`config.mk`:
```
export PLATFORM = sky130hd
export DESIGN_NAME = flux_stream_decoder_unit
export DESIGN_NICKNAME = d
export VERILOG_FILES = /design/src/sv/fsd_pkg.sv /design/src/sv/fsd_parser.sv /design/src/sv/fsd_scaler.sv /design/src/sv/flux_stream_decoder_unit.sv
export SDC_FILE = /design/constraint.sdc
export NUM_CORES = 1
export LEC_CHECK = 0
export BUFFER_PORTS_ARGS = -buffer_cell sky130_fd_sc_hd__buf_2
export CAP_MARGIN = 25
export CORE_MARGIN = 2
export CORE_UTILIZATION = 60
export CTS_CLUSTER_SIZE = 14
export DETAILED_ROUTE_END_ITERATION = 6
export PLACE_DENSITY = 0.78
export SETUP_SLACK_MARGIN = 0.05
export SLEW_MARGIN = 5
export SYNTH_ARGS = -nofsm -noshare
export SYNTH_HDL_FRONTEND = slang
export SYNTH_SLANG_ARGS = --single-unit
```
`constraint.sdc`:
```
create_clock -name clock -period 8.91 [get_ports clock]
set_clock_uncertainty 0.2 [all_clocks]
set_input_delay 0.891 -clock clock [delete_from_list [all_inputs] [get_ports clock]]
set_output_delay 0.891 -clock clock [all_outputs]
set_load 0.01 [all_outputs]
```
`src/sv/fsd_pkg.sv`:
```
// ----------------------------------------------------------------------------
// fsd_pkg
// Shared types and constants for the flux stream decoder: word layouts,
// parser phase codes, packet header codes and field widths.
// ----------------------------------------------------------------------------
package fsd_pkg;

   localparam int unsigned BYTE_W  = 8;
   localparam int unsigned RAW_W   = 16;
   localparam int unsigned OVF_W   = 16;                // overflow in units of 0x10000
   localparam int unsigned SUM_W   = OVF_W + RAW_W;     // 32-bit unscaled interval
   localparam int unsigned SCALE_W = 10;
   localparam int unsigned VALUE_W = SUM_W + SCALE_W;   // 42-bit scaled interval
   localparam int unsigned SKIP_W  = 17;

   localparam logic [SCALE_W-1:0] SCALE_RESET = 10'd1000;
   localparam logic [OVF_W-1:0]   OVF_LIMIT   = 16'hFFFF;  // 0xFFFF0000 saturation

   // packet header codes
   localparam logic [BYTE_W-1:0] HDR_FLUX2_MAX = 8'h07;
   localparam logic [BYTE_W-1:0] HDR_NOP2      = 8'h09;
   localparam logic [BYTE_W-1:0] HDR_NOP3      = 8'h0A;
   localparam logic [BYTE_W-1:0] HDR_OVF16     = 8'h0B;
   localparam logic [BYTE_W-1:0] HDR_FLUX3     = 8'h0C;
   localparam logic [BYTE_W-1:0] HDR_OOB       = 8'h0D;
   localparam logic [BYTE_W-1:0] HDR_FLUX1_MIN = 8'h0E;
   localparam logic [BYTE_W-1:0] OOB_END       = 8'h0D;

   typedef enum logic [3:0] {
      PH_IDLE     = 4'd0,
      PH_F2_LOW   = 4'd1,
      PH_F3_HIGH  = 4'd2,
      PH_F3_LOW   = 4'd3,
      PH_SKIP     = 4'd4,
      PH_OOB_TYPE = 4'd5,
      PH_OOB_SZLO = 4'd6,
      PH_OOB_SZHI = 4'd7
   } phase_type;

   typedef struct packed {
      logic [7:0] data_byte;
      logic       last_byte;
   } req_word_type;

   typedef struct packed {
      logic [41:0] flux_value;
      logic        flux_valid;
      logic        stream_end;
   } rsp_word_type;

   // parser stage result, unscaled
   typedef struct packed {
      logic [SUM_W-1:0] flux_sum;
      logic             flux_valid;
      logic             stream_end;
   } parse_word_type;

   // stage handshake towards a pipeline stage
   typedef struct packed {
      logic src_valid;  // upstream stage holds a word
      logic advance;    // this stage may load
   } stage_ctl_type;

endpackage

```
`src/sv/fsd_parser.sv`:
```
// ----------------------------------------------------------------------------
// fsd_parser
// Packet parser: decodes one held stream byte against the parse state and
// presents the unscaled interval and end-of-stream flag to the result stage.
// ----------------------------------------------------------------------------
module fsd_parser (
   input  logic                    clock,
   input  logic                    reset,
   input  fsd_pkg::stage_ctl_type  ctl,
   input  fsd_pkg::req_word_type   byte_word,
   output logic                    par_valid,
   output fsd_pkg::parse_word_type par_word
);

   fsd_pkg::phase_type             phase_ff, phase_in;
   logic [fsd_pkg::OVF_W-1:0]      ovf_ff, ovf_in;
   logic [fsd_pkg::BYTE_W-1:0]     partial_ff, partial_in;
   logic [fsd_pkg::SKIP_W-1:0]     skip_ff, skip_in;
   logic [fsd_pkg::BYTE_W-1:0]     kind_ff, kind_in;

   logic [fsd_pkg::BYTE_W-1:0]     b;
   logic [fsd_pkg::SKIP_W-1:0]     skip_dec;
   logic [fsd_pkg::RAW_W-1:0]      raw;
   logic                           flux_hit;
   logic                           oob_end_hit;
   logic                           end_hit;
   logic                           take;

   assign b        = byte_word.data_byte;
   assign take     = ctl.src_valid && ctl.advance;
   assign skip_dec = (skip_ff != '0) ? skip_ff - 1'b1 : skip_ff;

   // next phase
   always_comb begin
      phase_in = phase_ff;
      unique case (phase_ff)
         fsd_pkg::PH_F2_LOW:   phase_in = fsd_pkg::PH_IDLE;
         fsd_pkg::PH_F3_HIGH:  phase_in = fsd_pkg::PH_F3_LOW;
         fsd_pkg::PH_F3_LOW:   phase_in = fsd_pkg::PH_IDLE;
         fsd_pkg::PH_SKIP: begin
            if (skip_dec == '0) phase_in = fsd_pkg::PH_IDLE;
         end
         fsd_pkg::PH_OOB_TYPE: phase_in = fsd_pkg::PH_OOB_SZLO;
         fsd_pkg::PH_OOB_SZLO: phase_in = fsd_pkg::PH_OOB_SZHI;
         fsd_pkg::PH_OOB_SZHI: begin
            if (kind_ff == fsd_pkg::OOB_END || {b, partial_ff} == '0)
               phase_in = fsd_pkg::PH_IDLE;
            else
               phase_in = fsd_pkg::PH_SKIP;
         end
         // idle, and any unused code
         default: begin
            phase_in = fsd_pkg::PH_IDLE;
            if (b <= fsd_pkg::HDR_FLUX2_MAX) phase_in = fsd_pkg::PH_F2_LOW;
            else if (b == fsd_pkg::HDR_NOP2 || b == fsd_pkg::HDR_NOP3)
               phase_in = fsd_pkg::PH_SKIP;
            else if (b == fsd_pkg::HDR_FLUX3) phase_in = fsd_pkg::PH_F3_HIGH;
            else if (b == fsd_pkg::HDR_OOB) phase_in = fsd_pkg::PH_OOB_TYPE;
         end
      endcase
      if (byte_word.last_byte || oob_end_hit) phase_in = fsd_pkg::PH_IDLE;
   end

   // datapath outputs of the decode step
   always_comb begin
      ovf_in      = ovf_ff;
      partial_in  = partial_ff;
      skip_in     = skip_ff;
      kind_in     = kind_ff;
      raw         = '0;
      flux_hit    = 1'b0;
      oob_end_hit = 1'b0;
      unique case (phase_ff)
         fsd_pkg::PH_F2_LOW: begin
            raw      = {5'd0, partial_ff[2:0], b};
            flux_hit = 1'b1;
         end
         fsd_pkg::PH_F3_HIGH: partial_in = b;
         fsd_pkg::PH_F3_LOW: begin
            raw      = {partial_ff, b};
            flux_hit = 1'b1;
         end
         fsd_pkg::PH_SKIP:     skip_in = skip_dec;
         fsd_pkg::PH_OOB_TYPE: kind_in = b;
         fsd_pkg::PH_OOB_SZLO: partial_in = b;
         fsd_pkg::PH_OOB_SZHI: begin
            if (kind_ff == fsd_pkg::OOB_END) oob_end_hit = 1'b1;
            else if ({b, partial_ff} != '0) skip_in = {1'b0, b, partial_ff};
         end
         default: begin
            if (b <= fsd_pkg::HDR_FLUX2_MAX) begin
               partial_in = b;
            end else if (b >= fsd_pkg::HDR_FLUX1_MIN) begin
               raw      = {8'd0, b};
               flux_hit = 1'b1;
            end else if (b == fsd_pkg::HDR_NOP2) begin
               skip_in = fsd_pkg::SKIP_W'(1);
            end else if (b == fsd_pkg::HDR_NOP3) begin
               skip_in = fsd_pkg::SKIP_W'(2);
            end else if (b == fsd_pkg::HDR_OVF16) begin
               if (ovf_ff != fsd_pkg::OVF_LIMIT) ovf_in = ovf_ff + 1'b1;
            end
         end
      endcase
      if (flux_hit) ovf_in = '0;
      // end of stream clears the whole parser
      if (byte_word.last_byte || oob_end_hit) begin
         ovf_in     = '0;
         partial_in = '0;
         skip_in    = '0;
         kind_in    = '0;
      end
   end

   assign end_hit = byte_word.last_byte || oob_end_hit;

   // parse state, updated as a byte leaves the input stage
   always_ff @(posedge clock) begin
      if (reset) begin
         phase_ff   <= fsd_pkg::PH_IDLE;
         ovf_ff     <= '0;
         partial_ff <= '0;
         skip_ff    <= '0;
         kind_ff    <= '0;
      end else if (take) begin
         phase_ff   <= phase_in;
         ovf_ff     <= ovf_in;
         partial_ff <= partial_in;
         skip_ff    <= skip_in;
         kind_ff    <= kind_in;
      end
   end

   // parse result towards the result stage
   assign par_valid           = ctl.src_valid && (flux_hit || end_hit);
   assign par_word.flux_sum   = flux_hit ? {ovf_ff, raw} : '0;
   assign par_word.flux_valid = flux_hit;
   assign par_word.stream_end = end_hit;

endmodule

```
`src/sv/fsd_scaler.sv`:
```
// ----------------------------------------------------------------------------
// fsd_scaler
// Scales the unscaled interval by the output factor and holds the result
// word for the output channel.
// ----------------------------------------------------------------------------
module fsd_scaler (
   input  logic                          clock,
   input  logic                          reset,
   input  fsd_pkg::stage_ctl_type        ctl,
   input  fsd_pkg::parse_word_type       par_word,
   input  logic [fsd_pkg::SCALE_W-1:0]   scale,
   output logic                          out_valid,
   output fsd_pkg::rsp_word_type         out_word
);

   logic                               out_valid_ff;
   fsd_pkg::rsp_word_type              out_word_ff;
   logic [fsd_pkg::VALUE_W-1:0]        product;

   // 32 x 10 multiply
   assign product = {{fsd_pkg::SCALE_W{1'b0}}, par_word.flux_sum}
                  * {{fsd_pkg::SUM_W{1'b0}}, scale};

   always_ff @(posedge clock) begin
      if (reset) begin
         out_valid_ff <= 1'b0;
      end else if (ctl.advance) begin
         out_valid_ff <= ctl.src_valid;
      end
   end

   always_ff @(posedge clock) begin
      if (ctl.advance && ctl.src_valid) begin
         out_word_ff.flux_value <= product;
         out_word_ff.flux_valid <= par_word.flux_valid;
         out_word_ff.stream_end <= par_word.stream_end;
      end
   end

   assign out_valid = out_valid_ff;
   assign out_word  = out_word_ff;

endmodule

```
`src/sv/flux_stream_decoder_unit.sv`:
```
// ----------------------------------------------------------------------------
// flux_stream_decoder_unit
// Byte-serial flux capture stream decoder producing scaled flux intervals
// and end-of-stream marks.
// ----------------------------------------------------------------------------
// A result shows on rsp_valid from the result register once its byte leaves the input register.
// Throughput: one byte per cycle while the output is not stalled; the result
// register moves on when it is empty or draining, the input register also when empty.
// Reset: synchronous; clears all stage valids and the parse state, and sets
// the output scale to 1000.
module flux_stream_decoder_unit (
   input  logic                   clock,
   input  logic                   reset,
   input  logic                   req_valid,
   output logic                   req_stall,
   input  fsd_pkg::req_word_type  req_data,
   output logic                   rsp_valid,
   input  logic                   rsp_stall,
   output fsd_pkg::rsp_word_type  rsp_data,
   input  logic                   csr_valid,
   output logic                   csr_ready,
   input  logic [9:0]             csr_data
);

   logic                          s0_valid_ff;
   fsd_pkg::req_word_type         s0_word_ff;
   logic [fsd_pkg::SCALE_W-1:0]   scale_ff;
   logic                          par_valid;
   fsd_pkg::parse_word_type       par_word;
   logic                          adv0, adv2;
   fsd_pkg::stage_ctl_type        parser_ctl, scaler_ctl;

   // stage advance chain
   assign adv2      = !rsp_valid || !rsp_stall;
   assign adv0      = !s0_valid_ff || adv2;
   assign req_stall = !adv0;
   assign csr_ready = 1'b1;

   assign parser_ctl = '{src_valid: s0_valid_ff, advance: adv2};
   assign scaler_ctl = '{src_valid: par_valid, advance: adv2};

   // scale register
   always_ff @(posedge clock) begin
      if (reset) begin
         scale_ff <= fsd_pkg::SCALE_RESET;
      end else if (csr_valid && csr_ready) begin
         scale_ff <= csr_data;
      end
   end

   // input register
   always_ff @(posedge clock) begin
      if (reset) begin
         s0_valid_ff <= 1'b0;
      end else if (adv0) begin
         s0_valid_ff <= req_valid;
      end
   end

   always_ff @(posedge clock) begin
      if (adv0 && req_valid) begin
         s0_word_ff <= req_data;
      end
   end

   fsd_parser u_parser (
      .clock     (clock),
      .reset     (reset),
      .ctl       (parser_ctl),
      .byte_word (s0_word_ff),
      .par_valid (par_valid),
      .par_word  (par_word)
   );

   fsd_scaler u_scaler (
      .clock     (clock),
      .reset     (reset),
      .ctl       (scaler_ctl),
      .par_word  (par_word),
      .scale     (scale_ff),
      .out_valid (rsp_valid),
      .out_word  (rsp_data)
   );

`ifndef SYNTHESIS
   // every result word carries an interval or an end mark
   a_rsp_nonempty: assert property (@(posedge clock) disable iff (reset)
      rsp_valid |-> (rsp_data.flux_valid || rsp_data.stream_end))
      else $error("result word with neither interval nor end mark");

   // an end mark without interval has a zero value
   a_rsp_zero_value: assert property (@(posedge clock) disable iff (reset)
      (rsp_valid && !rsp_data.flux_valid) |-> (rsp_data.flux_value == '0))
      else $error("non-zero value without interval");

   // input stalls only while the input register is occupied and blocked
   a_stall_cause: assert property (@(posedge clock) disable iff (reset)
      req_stall |-> (s0_valid_ff && rsp_valid && rsp_stall))
      else $error("input stalled with room in the pipeline");
`endif

endmodule

```
# == Yosys cells after proc, flatten, opt, wreduce, memory -nomap -nowiden ==
# Cells that the tools add are included.
# op_classes
n_div,0
reduce_logical,34
mul,1
addsub,2
shift,0
magnitude_cmp,2
bitwise,0
n_mux,40
eq_ne,26
# ops
op,count
$mux 16,10
$mux 17,8
$pmux 17 s3,1
$eq 8x4->1 const B,6
$pmux 16 s3,1
$mul 32x10->42,1
$mux 8,5
$mux 32,1
$pmux 4 s6,1
$ne 3x1->1 const B,7
$mux 4,5
$logic_not 17->1,1
$reduce_bool 17->1,1
$sub 17x1->17 const B,1
$add 16x1->16 const B,1
$eq 4x3->1 const B,4
$logic_not 16->1,1
$ne 16x16->1 const B,1
$pmux 8 s2,1
$reduce_bool 16->1,1
$reduce_or 5->1,3
$reduce_bool 3->1,3
$eq 4x2->1 const B,2
$ge 8x4->1 const B,1
other kinds (19),38
# totals
output_inout_bits,47
n_memories,0
romBits,0
ff_bits,118
ram_bits,0
word_cells,118
latchBits,0

# == Longest topological paths before layout ==
# Gate-level depths: netlist of run 1.
# logic_depth
word_depth,10
ltp_mapped,27

# == Modules after synthesis ==
# From an unflattened synthesis of run 1, not the netlist that was laid out.
# hier_totals
hier_cells,1750
hier_area_um2,15711.3
# by_module_without_submodules
module,seq_area_each_um2,n_inst,area_each_um2,cells_each
fsd_scaler,1341.3,1,11531.1,1235
fsd_parser,1041.0,1,3487.1,465
flux_stream_decoder_unit,490.5,1,693.2,50

# == Least setup slack after synthesis of run 1 ==
# OpenSTA, ideal clock, no wires.
# synth_timing
kind,flip-flop to flip-flop
from,register s0_word_ff[2] (netlist bit)
to,"register u_scaler.out_word_ff, in the netlist u_scaler.out_word[26], data pin"
slack_ns,1.702
t_required_ns,8.443
path_buffers,3
setup_ns,0.267
arrival_ns,6.740
path_stages_with_launch,28
period_less_slack_ns,7.208
path_cell_list,edfxtp_1 -> clkbuf_1 -> and3_1 -> o21bai_1 -> a21oi_1 -> clkbuf_1 -> and2_0 -> clkbuf_1 -> nand2_1 -> fa_1 -> inv_1 -> fa_1 -> inv_1 -> fa_1 -> inv_1 -> fa_1 -> inv_1 -> fa_1 -> inv_1 -> ha_1 -> and4_1 -> and3_1 -> a31oi_1 -> nand2_1 -> a2111oi_0 -> o21bai_1 -> a21oi_1 -> o22ai_1
# synth_between
elab_chain_cells,6
# synth_lines
element,line_no,text
"start, declared",flux_stream_decoder_unit.sv:26,fsd_pkg::req_word_type s0_word_ff;
"start signal, assigned",flux_stream_decoder_unit.sv:62,s0_word_ff <= req_data;
$ge 8x4->1,fsd_parser.sv:93,end else if (b >= fsd_pkg::HDR_FLUX1_MIN) begin
$mux 8 or $mux 1 (tied branches),fsd_parser.sv:93,
$mux 16 or $mux 1 (tied branches),fsd_parser.sv:91,if (b <= fsd_pkg::HDR_FLUX2_MAX) begin
$pmux 16 s3 or $pmux 1 s2 (tied branches),fsd_parser.sv:73,unique case (phase_ff)
$mux 32 *,fsd_parser.sv:136,"assign par_word.flux_sum = flux_hit ? {ovf_ff, raw} : '0;"
$mul 32x10->42 *,fsd_scaler.sv:22,"* {{fsd_pkg::SUM_W{1'b0}}, scale};"
"net u_scaler.product, one bit",fsd_scaler.sv:18,logic [fsd_pkg::VALUE_W-1:0] product;
"end, declared",fsd_scaler.sv:17,fsd_pkg::rsp_word_type out_word_ff;
# The timed path passes the listed nets; every way through them passes the cells marked *.
# A chain may end at the register's enable or synchronous reset.

# == Worst setup path in the final report of run 1 ==
# layout_timing
from,register s0_word_ff[6] (netlist bit)
to,"register u_scaler.out_word_ff, in the netlist u_scaler.out_word[42], data pin"
# The elaborated chain is that of the path after synthesis.

==> results.toml, run 1 <==
[status]
status = "completed"

[drt]
drt-initial-drc-count = 1177
dr.pass1.iters = 6
wl_per_cell_um = 19.3
vias_per_cell = 6.08
route.detailed.drc = 0
wl_mm = 39.6
vias = 12500
antenna_left = 0

[min_path]
min_from = "u_parser.kind_ff[3]$_SDFFE_PP0P_"
hold_path_class = "flop to flop"
hold_path_depth = 2
hold_end = "u_parser.kind_ff[3]$_SDFFE_PP0P_"

[placed_design]
place_hpwl_mm = 28.7
pre_cts_slack_ns = 0.763
io_buffers = 69
gp_congestion = 0.913
dpl_cell_area_um2 = 15800
dp_cells = 2020

[clock_tree]
clk_latency_ns = 0.43
numCtsBuffers = 17
postCtsSetupRepairBufs = 0
cts_sinks = 117
clockBufferDepth = 2
cts_resized = 0
clk_pin_slew_ns = 0.06
cts_hold_buf = 0
cts-htree-levels = 4
root_buffer = "clkbuf_16"
cts_tree = "done"

[power]
powerDensity_nw_per_um2 = 143
leakagePower_nw = 8.23
ir_drop_v = 0.000180

[finish]
final_area_um2 = 16300
final_cells = 2052
drive_gt1_frac = 0.0854
multi_input_area_um2 = 11100
layout.nets = 2050
num_antenna_cells = 0
fill_cells = 2072
syn2layout_area_growth_pct = 7.10
register_area_um2 = 2870

[synth]
synth_flop_cell = "dfxtp_1"
synth_top_cell_by_area = "fa_1"
synth.top_cell.area_share = 0.313
synth_edf_count = 53
post-synth-top-count-cell = "fa_1"
ys_seq_area_frac = 0.188
async_flop_share = 0
synth_top_cells_by_area = "fa_1, edfxtp_1, dfxtp_1, ha_1, and3_1"
synth_commonest_cells = "fa_1, inv_1, nand2_1, and3_1, clkbuf_1"
ys_types = 82
syn-instance-count = 1710
ys_ff_latch = 117
synth_area_per_cell_um2 = 8.91
yosysWarnings = 0
syn_nets = 2051
syn_area_um2 = 15200

[worst_setup_path]
r2r-end = "u_scaler.out_word[42]$_DFFE_PP_"
r2r_start = "s0_word_ff[6]$_DFFE_PP_"
reg2reg_slack_ns = 0.62
path_class = "flop to flop"
r2r_cells = 22
path_max_fanout = 32
cp_data_arrival_time_ns = 8.26
worstSetupEndpointType = "flop"
crit_path_start_kind = "flop"
required_ns = 8.87

[die]
coreArea_um2 = 25000
rows = 58
die_x_um = 163
die_area_um2 = 26700
start_util = 0.609
dieHeight_um = 163
ios = 71

[run]
drv_cap = 0

[grt]
track_usage = 0.311
grt_pass1_vias = 12400
grt_max_degree = 56
overflow = 0
antenna_found_initial = 0
grt_pass1_wl_mm = 64.5

[timing]
setup_viol = 0
finalHoldViolations = 0
period_needed_ns = 8.29
worst_slew_pin_slew_ns = 1.01
period_share = 0.931
max_freq_ghz = 0.121
rsz0062_at_grt = "false"
holdWs_ns = 0.254
setup_ws_ns = 0.617
final.setup.tns_ns = 0
drv_slew = 0
slew_headroom = 0.323
layer usage:
metal | vias up | track usage | share of wire | routed length [µm]
li1 | 5603 | - | - | -
met1 | 6080 | 0.422 | 0.40 | 15700
met2 | 678 | 0.507 | 0.48 | 19100
met3 | 107 | 0.0508 | 0.089 | 3520
met4 | 0 | 0.112 | 0.032 | 1270
met5 | - | 0 | 0 | 0
layout by cell type (no fill, tap or decap), types with 8 or more instances in the layout:
cell type and count:
buf_4 24, ha_1 79, o21ai_1 15, nor3_1 24, dfxtp_1 64, clkbuf_16 18
a21oi_1 74, fa_1 238, nand2_1 222, inv_1 235, mux2i_1 12, a31oi_1 9
nor2_1 96, nand4_1 9, a21o_1 13, nand3_1 24, a22oi_1 12, xor2_1 9
or3_1 9, o21ai_0 32, edfxtp_1 53, a211oi_1 8, and2_1 45, buf_2 69
and3_1 157, xnor2_1 38
worst max-delay path, cell delays in order, from the launching register on:
cell and delay (ns):
edfxtp_1 0.68, or4_4 0.26, o21bai_1 0.11, a21oi_4 0.57, and2_0 0.49, buf_4 0.32, nand2_1 0.12, fa_1 0.57
inv_1 0.05, fa_1 0.48, fa_1 0.47, fa_1 0.53, inv_1 0.06, fa_1 0.48, inv_1 0.04, ha_1 0.36
nand4_1 0.19, or4_1 0.56, or3b_1 0.37, o211ai_1 0.35, a221oi_2 0.20, o31ai_2 0.41, o311ai_1 0.14
power by group:
| part | total (W) | switching [W] | leakage (nW) | internal (W) |
|---|---|---|---|---|
| clock network | 0.000685 | 0.000306 | 0.270 | 0.000379 |
| logic | 0.000983 | 0.000579 | 6.95 | 0.000404 |
| registers | 0.000662 | 0.0000210 | 1.01 | 0.000641 |
metrics by stage:
step                power, W   util
detailed placement   0.00164  0.630
floorplan            0.00141      -
global placement     0.00161  0.630
global route         0.00250  0.652
finish               0.00233  0.652
CTS                  0.00233  0.652
kinds of logic after synthesis:
logic type	after synthesis	synth area share
xor gates and xnor gates	48	0.0281
muxes	13	0.00887
buffers and inverters	349	0.0869
other	1	0.000246
adders and majority gates	317	0.377
DFF	117	0.188
and+or+nand+nor	638	0.212
AOI/OAI and AO/OA	227	0.0977
final cells by class:
type                            count  share of cell area
Multi-Input combinational cell   1244               0.678
Sequential cell                   117               0.176
Inverter                          236              0.0543
Timing Repair Buffer               93              0.0322
Clock buffer                       18              0.0276
Tap cell                          330              0.0253
Clock inverter                     14             0.00690
registers in the layout, summed over array words and instances (netlist names):
name	flops
s0_word_ff	9
u_scaler.out_valid	1
u_parser.kind_ff	8
u_parser.phase_ff	3
u_parser.skip_ff	17
u_parser.partial_ff	8
u_parser.ovf_ff	16
u_scaler.out_word	44
scale_ff	10
s0_valid_ff	1
worst max path at each step:
| stage | start | end | cells after the start |
|---|---|---|---|
| detailed placement | s0_word_ff[6]$_DFFE_PP_ | u_scaler.out_word[42]$_DFFE_PP_ | 22 |
| CTS | s0_word_ff[7]$_DFFE_PP_ | u_scaler.out_word[42]$_DFFE_PP_ | 22 |
| floorplan | s0_word_ff[2]$_DFFE_PP_ | u_scaler.out_word[26]$_DFFE_PP_ | 27 |
| finish | s0_word_ff[6]$_DFFE_PP_ | u_scaler.out_word[42]$_DFFE_PP_ | 22 |
| global placement | s0_word_ff[6]$_DFFE_PP_ | u_scaler.out_word[42]$_DFFE_PP_ | 22 |
| global route | s0_word_ff[7]$_DFFE_PP_ | u_scaler.out_word[42]$_DFFE_PP_ | 23 |
(Power assumes the default switching activity.)
==> run 2, diff against run 1 <==
BUFFER_PORTS_ARGS = -buffer_cell sky130_fd_sc_hd__buf_4   (was -buffer_cell sky130_fd_sc_hd__buf_2)
==> results.toml, run 2 (synthesis results as in run 1) <==
[finish]
layout.nets = 2049
fill_cells = 2122
num_antenna_cells = 0
final_area_um2 = 16500
largest_reg_flops = 44
mostFrequentLayoutCells = "fa_1, inv_1, nand2_1"
drive_gt1_frac = 0.0843
final_common_cell = "fa_1"
syn2layout_area_growth_pct = 8.32

[die]
start_util = 0.609
coreArea_um2 = 25000
dieHeight_um = 163
die_x_um = 163
die_area_um2 = 26700
rows = 58
ios = 71

[drt]
route.detailed.drc = 0
vias_per_cell = 5.99
vias = 12300
antenna_left = 0
drt-initial-drc-count = 1153
top_layer = "met4"
drt-met1-wl_mm = 15.8
met3_length_mm = 3.39
wl_per_cell_um = 18.9
dr.pass1.iters = 6
dr_wl_met2_mm = 18.5
wl_mm = 38.9

[min_path]
hold_path_depth = 2
min_from = "u_parser.kind_ff[2]$_SDFFE_PP0P_"
hold_path_class = "flop to flop"
hold_end = "u_parser.kind_ff[2]$_SDFFE_PP0P_"

[worst_setup_path]
r2r_cells = 23
r2r-end = "u_scaler.out_word[38]$_DFFE_PP_"
required_ns = 8.89
crit_path_start_kind = "flop"
reg2reg_slack_ns = 0.79
path_max_fanout = 57
r2r_start = "s0_word_ff[7]$_DFFE_PP_"
worstSetupEndpointType = "flop"
cp_data_arrival_time_ns = 8.09
path_class = "flop to flop"

[timing]
drv_slew = 0
max_freq_ghz = 0.123
final.setup.tns_ns = 0
setup_viol = 0
rsz0062_at_grt = "false"
worst_slew_pin_slew_ns = 0.995
finalHoldViolations = 0
period_needed_ns = 8.12
period_share = 0.911
slew_headroom = 0.336

[power]
powerDensity_nw_per_um2 = 144
ir_drop_v = 0.000168
leakagePower_nw = 8.30

[status]
status = "completed"

[grt]
antenna_found_initial = 0
grt_max_degree = 73
grt_pass1_wl_mm = 63.5
grt_pass1_vias = 12500
overflow = 0
track_usage = 0.305

[placed_design]
io_buffers = 69
dpl_cell_area_um2 = 15900
place_hpwl_mm = 28.3
gp_congestion = 0.912

[clock_tree]
clockBufferDepth = 2
postCtsSetupRepairBufs = 0
cts-htree-levels = 4
cts_sinks = 117
cts_resized = 0
root_buffer = "clkbuf_16"
numCtsBuffers = 17
cts_tree = "done"
clk_pin_slew_ns = 0.07
cts_hold_buf = 0
clk_latency_ns = 0.43

[run]
drv_cap = 0
[run 2: cell types whose count changed in the layout (fill, tap and decap cells not counted), moves of 2 or more]
cell	previous run	this run
inv_6	7	2
bufinv_16	0	2
buf_2	69	0
clkinvlp_4	3	1
clkinv_4	1	5
buf_4	24	92
[run 2: per-layer routing]
layer / vias up / track usage
li1: 5593 / -
met1: 6012 / 0.410
met2: 594 / 0.494
met3: 95 / 0.0556
met4: 0 / 0.115
met5: - / 0
[run 2: layout make-up]
type                            count  area [µm²]  area share
Clock buffer                       18         429      0.0260
Clock inverter                     14         154     0.00932
Inverter                          236         886      0.0537
Multi-Input combinational cell   1244       11100       0.670
Sequential cell                   117        2870       0.174
Tap cell                          330         413      0.0250
Timing Repair Buffer               92         691      0.0418
[run 2: per-stage QoR]
step / power (W) / worst slack (ns) / hold WS (ns) / cells / util
floorplan: 0.00141 / 1.70 / 0.231 / 1710 / -
global placement: 0.00163 / 1.10 / 0.240 / 2019 / 0.636
detailed placement: 0.00166 / 0.917 / 0.245 / 2019 / 0.636
CTS: 0.00237 / 0.926 / 0.253 / 2051 / 0.659
global route: 0.00253 / 0.511 / 0.268 / 2051 / 0.659
finish: 0.00237 / 0.792 / 0.252 / 2051 / 0.659
[run 2: how the worst max path moves through the flow]
stage,cells after the start,startpoint,end,slack (ns)
after floorplan,27,s0_word_ff[2]$_DFFE_PP_,u_scaler.out_word[26]$_DFFE_PP_,1.70
after global placement,22,s0_word_ff[4]$_DFFE_PP_,u_scaler.out_word[42]$_DFFE_PP_,1.10
after detailed placement,23,s0_word_ff[7]$_DFFE_PP_,u_scaler.out_word[38]$_DFFE_PP_,0.92
after CTS,23,s0_word_ff[7]$_DFFE_PP_,u_scaler.out_word[38]$_DFFE_PP_,0.93
after global routing,23,s0_word_ff[4]$_DFFE_PP_,u_scaler.out_word[42]$_DFFE_PP_,0.51
final,23,s0_word_ff[7]$_DFFE_PP_,u_scaler.out_word[38]$_DFFE_PP_,0.79
[run 2: power by group]
group          internal, W  switching, W
sequential        0.000641     0.0000236
clock             0.000415      0.000292
combinational     0.000423      0.000576
[run 2: critical path, cell delays in order, from the launching register on]
cell      delay [ns]
edfxtp_1        0.62
or4_4           0.64
o21bai_1        0.27
a21oi_4         0.13
buf_4           0.30
and3_1          0.25
fa_1            0.53
inv_1           0.05
fa_1            0.47
inv_1           0.05
fa_1            0.50
fa_1            0.54
inv_1           0.05
fa_1            0.53
inv_1           0.04
ha_1            0.36
and4_1          0.26
and3_1          0.21
a31oi_1         0.28
o211ai_1        0.41
a221oi_2        0.52
nor2_1          0.12
o41ai_1         0.38
xnor2_1         0.12
